[config.mk]
export PLATFORM = sky130hd
export DESIGN_NAME = ddr_ctrl
export DESIGN_NICKNAME = d
export VERILOG_FILES = /design/src/hw/rtl/ddr_pkg.sv /design/src/hw/rtl/ddr_ctrl.sv
export SDC_FILE = /design/constraint.sdc
export NUM_CORES = 1
export LEC_CHECK = 0
export BUFFER_PORTS_ARGS = -buffer_cell sky130_fd_sc_hd__buf_4
export CORE_AREA = 2 2 39 41
export DETAILED_ROUTE_END_ITERATION = 10
export DIE_AREA = 0 0 41 43
export SYNTH_ARGS = -nofsm -noshare
export SYNTH_HDL_FRONTEND = slang
export SYNTH_SLANG_ARGS = --single-unit
[constraint.sdc]
create_clock -name clk -period 2 [get_ports clk]
set_clock_uncertainty 0.05 [all_clocks]
set_input_delay 0.6 -clock clk [delete_from_list [all_inputs] [get_ports clk]]
set_output_delay 0.6 -clock clk [all_outputs]
set_load 0.005 [all_outputs]
[src/hw/rtl/ddr_pkg.sv]
// ----------------------------------------------------------------------------
// ddr_pkg - shared types and constants for the dead reckoning unit
// Controller states, datapath operation codes, command and status groups,
// fixed-point constants and the CORDIC arctangent table.
// ----------------------------------------------------------------------------
package ddr_pkg;

  localparam int CORDIC_STEPS = 24;
  localparam int CORDIC_CNT_W = (CORDIC_STEPS > 1) ? $clog2(CORDIC_STEPS) : 1;

  localparam int IN_DATA_W  = 88;
  localparam int OUT_DATA_W = 224;

  localparam logic signed [33:0] CORDIC_X0 = 34'sd652032874;
  localparam logic signed [33:0] ONE_Q30   = 34'sd1073741824;
  localparam logic signed [31:0] INV_TWO_PI_Q32 = 32'sd683565276;

  typedef enum logic [4:0] {
    S_IDLE, S_CORD_P, S_WAIT_P, S_MUL_VC, S_RND_AX, S_MUL_AX, S_ACC_X,
    S_MUL_VS, S_RND_AY, S_MUL_AY, S_ACC_Y, S_MUL_WE, S_ABS, S_MUL_LO,
    S_RND_B, S_MUL_HI, S_HEAD, S_CORD_Q, S_WAIT_Q, S_PUB
  } ddr_state_t;

  typedef enum logic [4:0] {
    OP_NONE, OP_LOAD_VEL, OP_LOAD_TICK, OP_CORD_POSE, OP_MUL_VC, OP_MUL_VS,
    OP_RND_A, OP_MUL_AE, OP_ACC_X, OP_ACC_Y, OP_MUL_WE, OP_ABS, OP_MUL_LO,
    OP_RND_B, OP_MUL_HI, OP_HEAD, OP_CORD_QUAT, OP_PUBLISH
  } ddr_op_t;

  typedef struct packed {
    ddr_op_t op;
  } ddr_cmd_t;

  typedef struct packed {
    logic cordic_done;
    logic out_busy;
  } ddr_status_t;

  // arctangent of 2^-i in units of 2^-32 turn
  function automatic logic signed [33:0] atan_turn(input logic [4:0] i);
    logic signed [33:0] r;
    case (i)
      5'd0:  r = 34'sd536870912;
      5'd1:  r = 34'sd316933406;
      5'd2:  r = 34'sd167458907;
      5'd3:  r = 34'sd85004756;
      5'd4:  r = 34'sd42667331;
      5'd5:  r = 34'sd21354465;
      5'd6:  r = 34'sd10679838;
      5'd7:  r = 34'sd5340245;
      5'd8:  r = 34'sd2670163;
      5'd9:  r = 34'sd1335087;
      5'd10: r = 34'sd667544;
      5'd11: r = 34'sd333772;
      5'd12: r = 34'sd166886;
      5'd13: r = 34'sd83443;
      5'd14: r = 34'sd41722;
      5'd15: r = 34'sd20861;
      5'd16: r = 34'sd10430;
      5'd17: r = 34'sd5215;
      5'd18: r = 34'sd2608;
      5'd19: r = 34'sd1304;
      5'd20: r = 34'sd652;
      5'd21: r = 34'sd326;
      5'd22: r = 34'sd163;
      5'd23: r = 34'sd81;
      5'd24: r = 34'sd41;
      5'd25: r = 34'sd20;
      5'd26: r = 34'sd10;
      5'd27: r = 34'sd5;
      5'd28: r = 34'sd3;
      5'd29: r = 34'sd1;
      5'd30: r = 34'sd1;
      default: r = 34'sd0;
    endcase
    return r;
  endfunction

endpackage

[src/hw/rtl/ddr_ctrl.sv]
// ----------------------------------------------------------------------------
// ddr_ctrl - sequencing state machine
// Accepts items and steps the datapath through one tick's operations.
// ----------------------------------------------------------------------------
module ddr_ctrl (
  input  logic                 clk,
  input  logic                 rst_n,
  input  logic                 in_tvalid,
  input  logic                 in_tuser,
  output logic                 in_tready,
  input  ddr_pkg::ddr_status_t status,
  output ddr_pkg::ddr_cmd_t    cmd
);
  import ddr_pkg::*;

  ddr_state_t state_r, state_nxt;

  always_comb begin
    state_nxt = state_r;
    case (state_r)
      S_IDLE:   if (in_tvalid && in_tuser) state_nxt = S_CORD_P;
      S_CORD_P: state_nxt = S_WAIT_P;
      S_WAIT_P: if (status.cordic_done) state_nxt = S_MUL_VC;
      S_MUL_VC: state_nxt = S_RND_AX;
      S_RND_AX: state_nxt = S_MUL_AX;
      S_MUL_AX: state_nxt = S_ACC_X;
      S_ACC_X:  state_nxt = S_MUL_VS;
      S_MUL_VS: state_nxt = S_RND_AY;
      S_RND_AY: state_nxt = S_MUL_AY;
      S_MUL_AY: state_nxt = S_ACC_Y;
      S_ACC_Y:  state_nxt = S_MUL_WE;
      S_MUL_WE: state_nxt = S_ABS;
      S_ABS:    state_nxt = S_MUL_LO;
      S_MUL_LO: state_nxt = S_RND_B;
      S_RND_B:  state_nxt = S_MUL_HI;
      S_MUL_HI: state_nxt = S_HEAD;
      S_HEAD:   state_nxt = S_CORD_Q;
      S_CORD_Q: state_nxt = S_WAIT_Q;
      S_WAIT_Q: if (status.cordic_done) state_nxt = S_PUB;
      S_PUB:    if (!status.out_busy) state_nxt = S_IDLE;
      default:  state_nxt = S_IDLE;
    endcase
  end

  always_comb begin
    in_tready = 1'b0;
    cmd.op    = OP_NONE;
    case (state_r)
      S_IDLE: begin
        in_tready = 1'b1;
        if (in_tvalid) cmd.op = in_tuser ? OP_LOAD_TICK : OP_LOAD_VEL;
      end
      S_CORD_P: cmd.op = OP_CORD_POSE;
      S_MUL_VC: cmd.op = OP_MUL_VC;
      S_RND_AX: cmd.op = OP_RND_A;
      S_MUL_AX: cmd.op = OP_MUL_AE;
      S_ACC_X:  cmd.op = OP_ACC_X;
      S_MUL_VS: cmd.op = OP_MUL_VS;
      S_RND_AY: cmd.op = OP_RND_A;
      S_MUL_AY: cmd.op = OP_MUL_AE;
      S_ACC_Y:  cmd.op = OP_ACC_Y;
      S_MUL_WE: cmd.op = OP_MUL_WE;
      S_ABS:    cmd.op = OP_ABS;
      S_MUL_LO: cmd.op = OP_MUL_LO;
      S_RND_B:  cmd.op = OP_RND_B;
      S_MUL_HI: cmd.op = OP_MUL_HI;
      S_HEAD:   cmd.op = OP_HEAD;
      S_CORD_Q: cmd.op = OP_CORD_QUAT;
      S_PUB:    if (!status.out_busy) cmd.op = OP_PUBLISH;
      default:  cmd.op = OP_NONE;
    endcase
  end

  always_ff @(posedge clk) begin
    if (!rst_n) begin
      state_r <= S_IDLE;
    end else begin
      state_r <= state_nxt;
    end
  end

endmodule

**Word level (Yosys, flattened, before mapping)**

Index checks and enable logic that the tools add are counted.

- Equal/unequal tests: 23
- Muxes and demuxes: 10
- Reduce and logical (&&, ||, !) cells: 5

Operator list:

| operator | number |
|---|---|
| 5-bit case mux with 20 select lines | 1 |
| 5-bit case mux with 16 select lines | 1 |
| 5-bit by 4-bit equality test with 1-bit output, second input constant | 8 |
| 5-bit 2-to-1 mux | 5 |
| 5-bit by 3-bit equality test with 1-bit output, second input constant | 4 |
| 5-bit equality test, second input constant | 4 |
| 5-bit by 2-bit equality test with 1-bit output, second input constant | 2 |
| 2-bit inequality test, second input constant | 4 |
| 5-bit by 1-bit equality test with 1-bit output, second input constant | 1 |
| 5-bit logical NOT | 1 |
| 2-bit 2-to-1 mux | 2 |
| 4-bit AND reduction | 1 |
| 2-bit OR reduction | 2 |
| 1-bit logical AND | 1 |
| 1-bit 2-to-1 mux | 1 |

- Bits in registers: 5
- Input port bits: 6
- Output and inout port bits: 6
- Word-level logic and storage cells: 39

**Longest topological paths before layout**

Gate-level depths: netlist of run 1.

- Word-level depth: 3
- Depth in mapped cells: 5
- Gate-level depth less buffers: 4

**Least setup slack after synthesis of run 1**

OpenSTA, ideal clock, no wires.

- Path type: register to output
- Start point: register state_r[0]
- End point: output port cmd[0] (netlist bit)
- Arrival: 1125 ps
- Required time: 1350 ps
- Setup slack: 225 ps
- Cell stages (with the launch flop): 5
- Path buffers: 1
- Cell sequence: dfxtp_1 > buf_2 > nand2_1 > o32a_1 > o221ai_1

RTL lines:

| what | line | text |
|---|---|---|
| start, declared | ddr_ctrl.sv:16 | `ddr_state_t state_r, state_nxt;` |
| start signal, assigned | ddr_ctrl.sv:78 | `state_r <= state_nxt;` |
| end, declared | ddr_ctrl.sv:12 | `output ddr_pkg::ddr_cmd_t cmd` |

==> results of run 1 <==
## final timing paths
kind | from | to | slack (ns) | depth (start not counted)
setup reg to reg | state_r[2] | state_r[0] | 0.36 | 5
hold reg to reg | state_r[0] | state_r[0] | 0.61 | 3
hold / removal | rst_n | state_r[1] | 0.57 | 3
setup / recovery | state_r[3] | cmd[0] | -0.01 | 4
## cell families after synthesis
group / after synthesis
flip-flops: 5
AO/OA/AOI/OAI: 18
AND/OR/NAND/NOR: 33
XOR/XNOR: 4
multiplexers: 3
buffers and inverters: 7
## layer usage
| metal | track usage [%] | vias to the layer above |
|---|---|---|
| met2 | 29.4 | 10 |
| met5 | 0 | - |
| met4 | 10.0 | 0 |
| met3 | 3.14 | 2 |
| met1 | 22.7 | 278 |
| li1 | - | 307 |
## worst min-delay path, stage by stage
cell and delay (ns):
buf_4 0.13, nand2_1 0.06, nor2_1 0.03
## cell usage in the layout (no fill, tap or decap), types with 2 or more instances in the layout
| cell type | n |
|---|---|
| nor2_1 | 5 |
| xor2_1 | 4 |
| nand2_1 | 7 |
| a21oi_1 | 3 |
| and3_1 | 3 |
| o21ai_2 | 2 |
| clkbuf_4 | 3 |
| dfxtp_4 | 4 |
| nand3_1 | 4 |
| mux2i_1 | 3 |
| nand2_2 | 3 |
| inv_1 | 2 |
| buf_4 | 27 |
| o21ai_0 | 5 |
## per-stage QoR
| stage | cell area, um^2 | setup WS, ns | hold slack (ns) | util, % | total power, mW |
|---|---|---|---|---|---|
| after global routing | 785 | -0.0730 | 0.595 | 56.7 | 0.712 |
| after global placement | 658 | -0.0250 | 0.617 | 47.6 | 0.463 |
| final | 785 | -0.0128 | 0.570 | 56.7 | 0.660 |
| after detailed placement | 658 | -0.0212 | 0.617 | 47.6 | 0.468 |
| after floorplan | 488 | 0.225 | 0.543 | - | 0.337 |
| after CTS | 739 | -0.0287 | 0.562 | 53.4 | 0.621 |
## power by group through the flow
| stage | Combinational [mW] | Clock (mW) | Sequential, mW |
|---|---|---|---|
| finish | 0.393 | 0.119 | 0.149 |
| CTS | 0.353 | 0.123 | 0.145 |
| detailed placement | 0.327 | 0 | 0.142 |
| floorplan | 0.206 | 0 | 0.131 |
| global route | 0.431 | 0.129 | 0.153 |
| global placement | 0.321 | 0 | 0.142 |
## area by class of cell
| class | instances | share of cell area, % |
|---|---|---|
| multi-input combinational | 58 | 51.0 |
| timing repair buffer | 28 | 27.3 |
| tap | 16 | 2.55 |
| clock buffer | 4 | 3.35 |
| inverter | 2 | 0.957 |
| sequential | 5 | 14.8 |
## repair_timing
item                                    4_1_cts  5_1_grt
buffers inserted                              3        2
endpoints found under the setup margin        4        4
gates resized for setup                      13       10
cloned                                        0        0
pin swaps                                     3        6
==> impl_metrics.py, run 1 <==
metrics = {
    "setup_path": {
        "cp.required_ns": 1.35,
        "crit_family": "compound AO/OA/AOI/OAI gates",
        "arrival_ns": 1.36,
        "path_max_fanout": 8,
        "crit_chain": "nand2b_4 > o32a_1 > o221ai_1 > buf_4",
        "critPathLaunchType": "flop",
        "crit_buf_inv": 1,
        "worst_setup_path_end_kind": "primary output",
        "path_class": "reg2out",
        "critPathMaxStageDelay_ns": 0.37,
        "cpMaxStageDelayCell": "dfxtp_4",
    },
    "yosys": {
        "yosysTopAreaCell": "dfxtp_1",
        "synth_top_family_by_area": "simple AND/OR/NAND/NOR gates",
        "synthMuxAreaShare_pct": 6.15,
        "synthSimpleGateAreaFrac_pct": 34.9,
        "synth-compound-area-share_pct": 25.1,
        "synth_top_area_share_pct": 20.5,
        "synth_area_um2": 488,
        "synthCells": 70,
        "yosysMostFrequentCell": "nand2_1",
        "synth_xor_area_share_pct": 7.18,
        "synth-edff-count": 0,
        "yosys_warnings": 0,
        "synth_seq_cells": 5,
        "ys_types": 29,
        "synthesis.nets": 76,
        "synth_area_leaders": "dfxtp_1, nand2_1, o21ai_0",
        "ys_dominant_reg_cell": "dfxtp_1",
        "seq_area_frac_synth_pct": 20.5,
        "syn_area_per_cell_um2": 6.97,
        "synth_commonest_cells": "nand2_1, o21ai_0, nor2_1, dfxtp_1",
        "synth_adder_area_share_pct": 0,
        "async_reset_ff_share_pct": 0,
    },
    "pwr": {
        "p_switching_mw": 0.250,
        "power.internal_mw": 0.410,
        "powerDensity_mw_per_mm2": 841,
        "p_seq_share_pct": 22.6,
        "p_sw_share_pct": 38.0,
        "clkPwrFrac_pct": 18.0,
        "pwr-share-comb_pct": 59.5,
        "vdd_drop_max_mv": 0.673,
        "cellLeakagePower_nw": 0.346,
    },
    "cells_and_area": {
        "nFillCells": 137,
        "drive_above_1_share_pct": 49.5,
        "largest_registers": "state_r: 5 flops",
        "antenna_cells": 0,
        "regArea_um2": 116,
        "regMostFlops": "state_r",
        "multi_input_area_um2": 400,
        "fin_cells": 113,
        "final_nets": 104,
        "area_delta_synth_final_pct": 60.8,
        "largest_register_ffs": 5,
    },
    "floorplan": {
        "chipWidth_um": 41,
        "die_y_um": 43,
        "die_area_mm2": 0.00176,
        "core_mm2": 0.00138,
        "io_pins": 12,
        "rows": 14,
        "floorplan.initialDensity_pct": 35.3,
    },
    "place": {
        "gp_routability_congestion": 0.778,
        "hpwlAfterDp_mm": 1.01,
        "port_buffers": 11,
        "dp_cells": 104,
    },
    "sta": {
        "rsz0062_at_grt": "yes",
        "setup_tns_ns": -0.0357,
        "fin_crit_sh_pct": 101,
        "hold_viol": 0,
        "max_slew_margin_pct": 81.6,
        "worstMarginPinSlew_ns": 0.273,
        "setup_viol_count_final": 3,
        "fmaxAchievable_ghz": 0.497,
        "slew_violations": 0,
        "fin_crit_ns": 2.01,
        "layout_setup_ws_ns": -0.0128,
    },
    "clocking": {
        "cts_sinks": 5,
        "cts_tree": "built",
        "clk-insertion-delay-late_ns": 0.24,
        "cts_buffer_depth": 2,
        "htreeDepth": 1,
        "cts-root-buf": "clkbuf_4",
        "cts_buffers": 3,
        "path_clk_slew_ns": 0.05,
        "cts_hold_buf": 0,
    },
    "routing": {
        "routed-wl-met3_um": 37,
        "drc": 0,
        "wl_met2_um": 734,
        "first_pass_iters": 4,
        "dr.max_layer_used": "met4",
        "wirelength_mm": 1.40,
        "drtIter0Drc": 5,
        "wire_per_inst_um": 12.4,
        "vias_per_cell": 5.28,
        "ant_nets": 0,
        "wirelength_met1_um": 614,
        "vias": 597,
    },
    "global_route": {
        "first_global_vias": 545,
        "grt_max_degree": 11,
        "grt_pass1_wl_mm": 2.24,
        "grt_usage_pct": 18.6,
        "antenna_found_initial": 0,
        "overflow": 0,
    },
    "worst_hold_path": {
        "hp-class": "in2reg",
    },
    "outcome": {
        "outcome": "finished with violations",
        "violations": "negative setup slack",
    },
    "flow_run": {
        "maxCapViolations": 0,
    },
}
(Power assumes the default switching activity.)
==> inputs of run 2 (changes only) <==
--- a/config.mk
+++ b/config.mk
@@ -5,6 +5,8 @@
 export SDC_FILE = /design/constraint.sdc
 export NUM_CORES = 1
 export LEC_CHECK = 0
+export ABC_AREA = 1
+export ABC_CLOCK_PERIOD_IN_PS = 2000
 export BUFFER_PORTS_ARGS = -buffer_cell sky130_fd_sc_hd__buf_4
 export CORE_AREA = 2 2 39 41
 export DETAILED_ROUTE_END_ITERATION = 10
==> run 2 against run 1 <==
Net effect:
- the flow still finishes with violations (negative setup slack)
- worst setup slack worse by 0.0063 ns
- hold slack worse by 0.014 ns
- combinational power up 120%
- count of clock-buffer cells in the layout unchanged
- power is 83% higher
- global-route usage increased by 0.56 points
- design area grew 8.8%
- maximum frequency is 0.31% lower
- final cell count increased by 24%
- synthesized cell count up 47%
- register-to-register slack better by 0.21 ns
==> impl_metrics.py, run 2 <==
metrics = {
    "outcome": {
        "outcome": "finished with violations",
        "violations": "negative setup slack",
    },
    "cells_and_area": {
        "drive_above_1_share_pct": 49.2,
        "largest_register_ffs": 5,
        "final_util_pct": 61.7,
        "multi_input_area_um2": 489,
        "regArea_um2": 119,
        "layout_common_cells": "nand2_1, buf_4, nor2_1",
        "nFillCells": 129,
        "final_nets": 131,
        "layout_commonest_cell": "nand2_1",
        "regMostFlops": "state_r",
        "area_delta_synth_final_pct": 60.5,
        "antenna_cells": 0,
        "final_area_um2": 853,
        "largest_registers": "state_r: 5 flops",
    },
    "clocking": {
        "htreeDepth": 1,
        "cts_buffers": 3,
        "path_clk_slew_ns": 0.04,
        "cts_sinks": 5,
        "cts_hold_buf": 0,
        "cts-root-buf": "clkbuf_4",
        "cts_tree": "built",
        "cts_buffer_depth": 2,
        "clk-insertion-delay-late_ns": 0.24,
    },
    "routing": {
        "vias": 747,
        "routed-wl-met3_um": 91,
        "first_pass_iters": 4,
        "wl_met2_mm": 1.02,
        "dr.max_layer_used": "met4",
        "drc": 0,
        "drtIter0Drc": 17,
        "wirelength_met1_um": 665,
        "wirelength_mm": 1.79,
        "vias_per_cell": 5.34,
        "ant_nets": 0,
        "wire_per_inst_um": 12.8,
    },
    "yosys": {
        "synth_xor_area_share_pct": 0,
        "ys_types": 17,
        "yosysMostFrequentCell": "nand2_1",
        "synth-edff-count": 0,
        "seq_area_frac_synth_pct": 18.8,
        "synth_commonest_cells": "nand2_1, nor2_1, inv_1, nand3_1, o21ai_0",
        "synth_area_leaders": "nand2_1, dfxtp_1, nor2_1",
        "synth-compound-area-share_pct": 9.65,
        "synthesis.nets": 109,
        "syn_area_per_cell_um2": 5.16,
        "synth_top_area_share_pct": 23.3,
        "synthCells": 103,
        "synth_seq_cells": 5,
        "synthMuxAreaShare_pct": 0,
        "async_reset_ff_share_pct": 0,
        "synth_top_family_by_area": "simple AND/OR/NAND/NOR gates",
        "ys_dominant_reg_cell": "dfxtp_1",
        "synth_area_um2": 532,
        "synthSimpleGateAreaFrac_pct": 59.5,
        "yosys_warnings": 0,
        "yosysTopAreaCell": "nand2_1",
        "synth_adder_area_share_pct": 0,
    },
    "setup_path": {
        "worstSetupStartpoint": "state_r[0]",
        "worst_setup_path_end_kind": "primary output",
        "path_max_fanout": 6,
        "worst-r2r-cell-count": 8,
        "critPathLaunchType": "flop",
        "path_class": "reg2out",
        "cp.required_ns": 1.35,
        "r2r-start": "state_r[3]",
        "arrival_ns": 1.37,
    },
    "sta": {
        "setup_viol_count_final": 1,
        "slew_violations": 0,
        "setup_tns_ns": -0.0191,
        "fin_crit_sh_pct": 101,
        "layout_setup_ws_ns": -0.0191,
        "hold_viol": 0,
        "holdWs_ns": 0.555,
        "worstMarginPinSlew_ns": 0.257,
        "fmaxAchievable_ghz": 0.495,
        "rsz0062_at_grt": "yes",
        "fin_crit_ns": 2.02,
        "max_slew_margin_pct": 82.7,
    },
    "floorplan": {
        "core_mm2": 0.00138,
        "floorplan.initialDensity_pct": 38.4,
        "die_area_mm2": 0.00176,
        "die_y_um": 43,
        "chipWidth_um": 41,
        "io_pins": 12,
        "rows": 14,
    },
    "place": {
        "place_area_um2": 631,
        "hpwlAfterDp_mm": 1.07,
        "gp_routability_congestion": 0.863,
        "port_buffers": 11,
    },
    "pwr": {
        "power.internal_mw": 0.597,
        "vdd_drop_max_mv": 0.670,
        "pwr-share-comb_pct": 70.3,
        "clkPwrFrac_pct": 9.5,
        "p_seq_share_pct": 20.2,
        "powerDensity_mw_per_mm2": 1420,
        "cellLeakagePower_nw": 0.462,
        "power.total_mw": 1.21,
        "p_sw_share_pct": 50.6,
        "p_switching_mw": 0.611,
    },
    "global_route": {
        "first_global_vias": 584,
        "antenna_found_initial": 0,
        "overflow": 0,
        "grt_pass1_wl_mm": 2.32,
        "grt_max_degree": 9,
        "grt_usage_pct": 19.2,
    },
    "worst_hold_path": {
        "hp-class": "in2reg",
        "hold_start": "rst_n",
        "min_path_cells": 3,
    },
    "flow_run": {
        "maxCapViolations": 0,
    },
}
[run 2: path summary, 6_finish.rpt]
kind	slack [ns]	endpoint
max	-0.02	cmd[3]
max reg2reg	0.57	state_r[2]
min	0.56	state_r[0]
min reg2reg	0.57	state_r[0]
[run 2: layout make-up]
type                    count  share of cell area, %
well taps                  16                   2.35
clock buffers               4                   3.08
repair buffers             18                   16.3
inverters                  14                   7.04
flip-flops and latches      5                   13.9
multi-input cells          83                   57.3
[run 2: per-layer routing]
layer | vias to the layer above | global-route usage (%)
met4 | 0 | 12.0
met1 | 349 | 21.9
met2 | 30 | 31.9
li1 | 366 | -
met3 | 2 | 1.57
met5 | - | 0
[run 2: logic make-up (layout without fill, tap and decap cells)]
kind of cell,count (synthesis),in the layout
and+or+nand+nor,73,73
buffers and inverters,15,36
DFF,5,5
AOI/OAI and AO/OA,10,10
[run 2: worst max-delay path, cell delays in order, from the launching register on]
cell and delay [ns]:
dfxtp_4 0.40, inv_2 0.07, nand2_2 0.10, nand2_2 0.09, nand2_2 0.11, nor2_4 0.04, nor2_2 0.10, nand3_1 0.08
buf_4 0.14
[run 2: through the flow]
step,setup WS (ns),std cells
2_1_floorplan,0.355,103
3_3_place_gp,0.0739,130
3_5_place_dp,0.115,130
4_1_cts,-0.00958,137
5_1_grt,-0.0761,140
6_report,-0.0191,140
[run 2: power groups by stage]
stage	combinational, mW	clock (mW)	sequential, mW
floorplan	0.432	0	0.171
global placement	0.654	0	0.179
detailed placement	0.646	0	0.180
CTS	0.725	0.122	0.214
global route	0.925	0.130	0.249
finish	0.849	0.115	0.244
[run 2: what timing repair did]
item,4_1_cts,5_1_grt
pin swaps,4,10
gates resized for setup,33,25
hold endpoints to repair,0,0
setup endpoints to repair,5,4
setup buffers,3,3
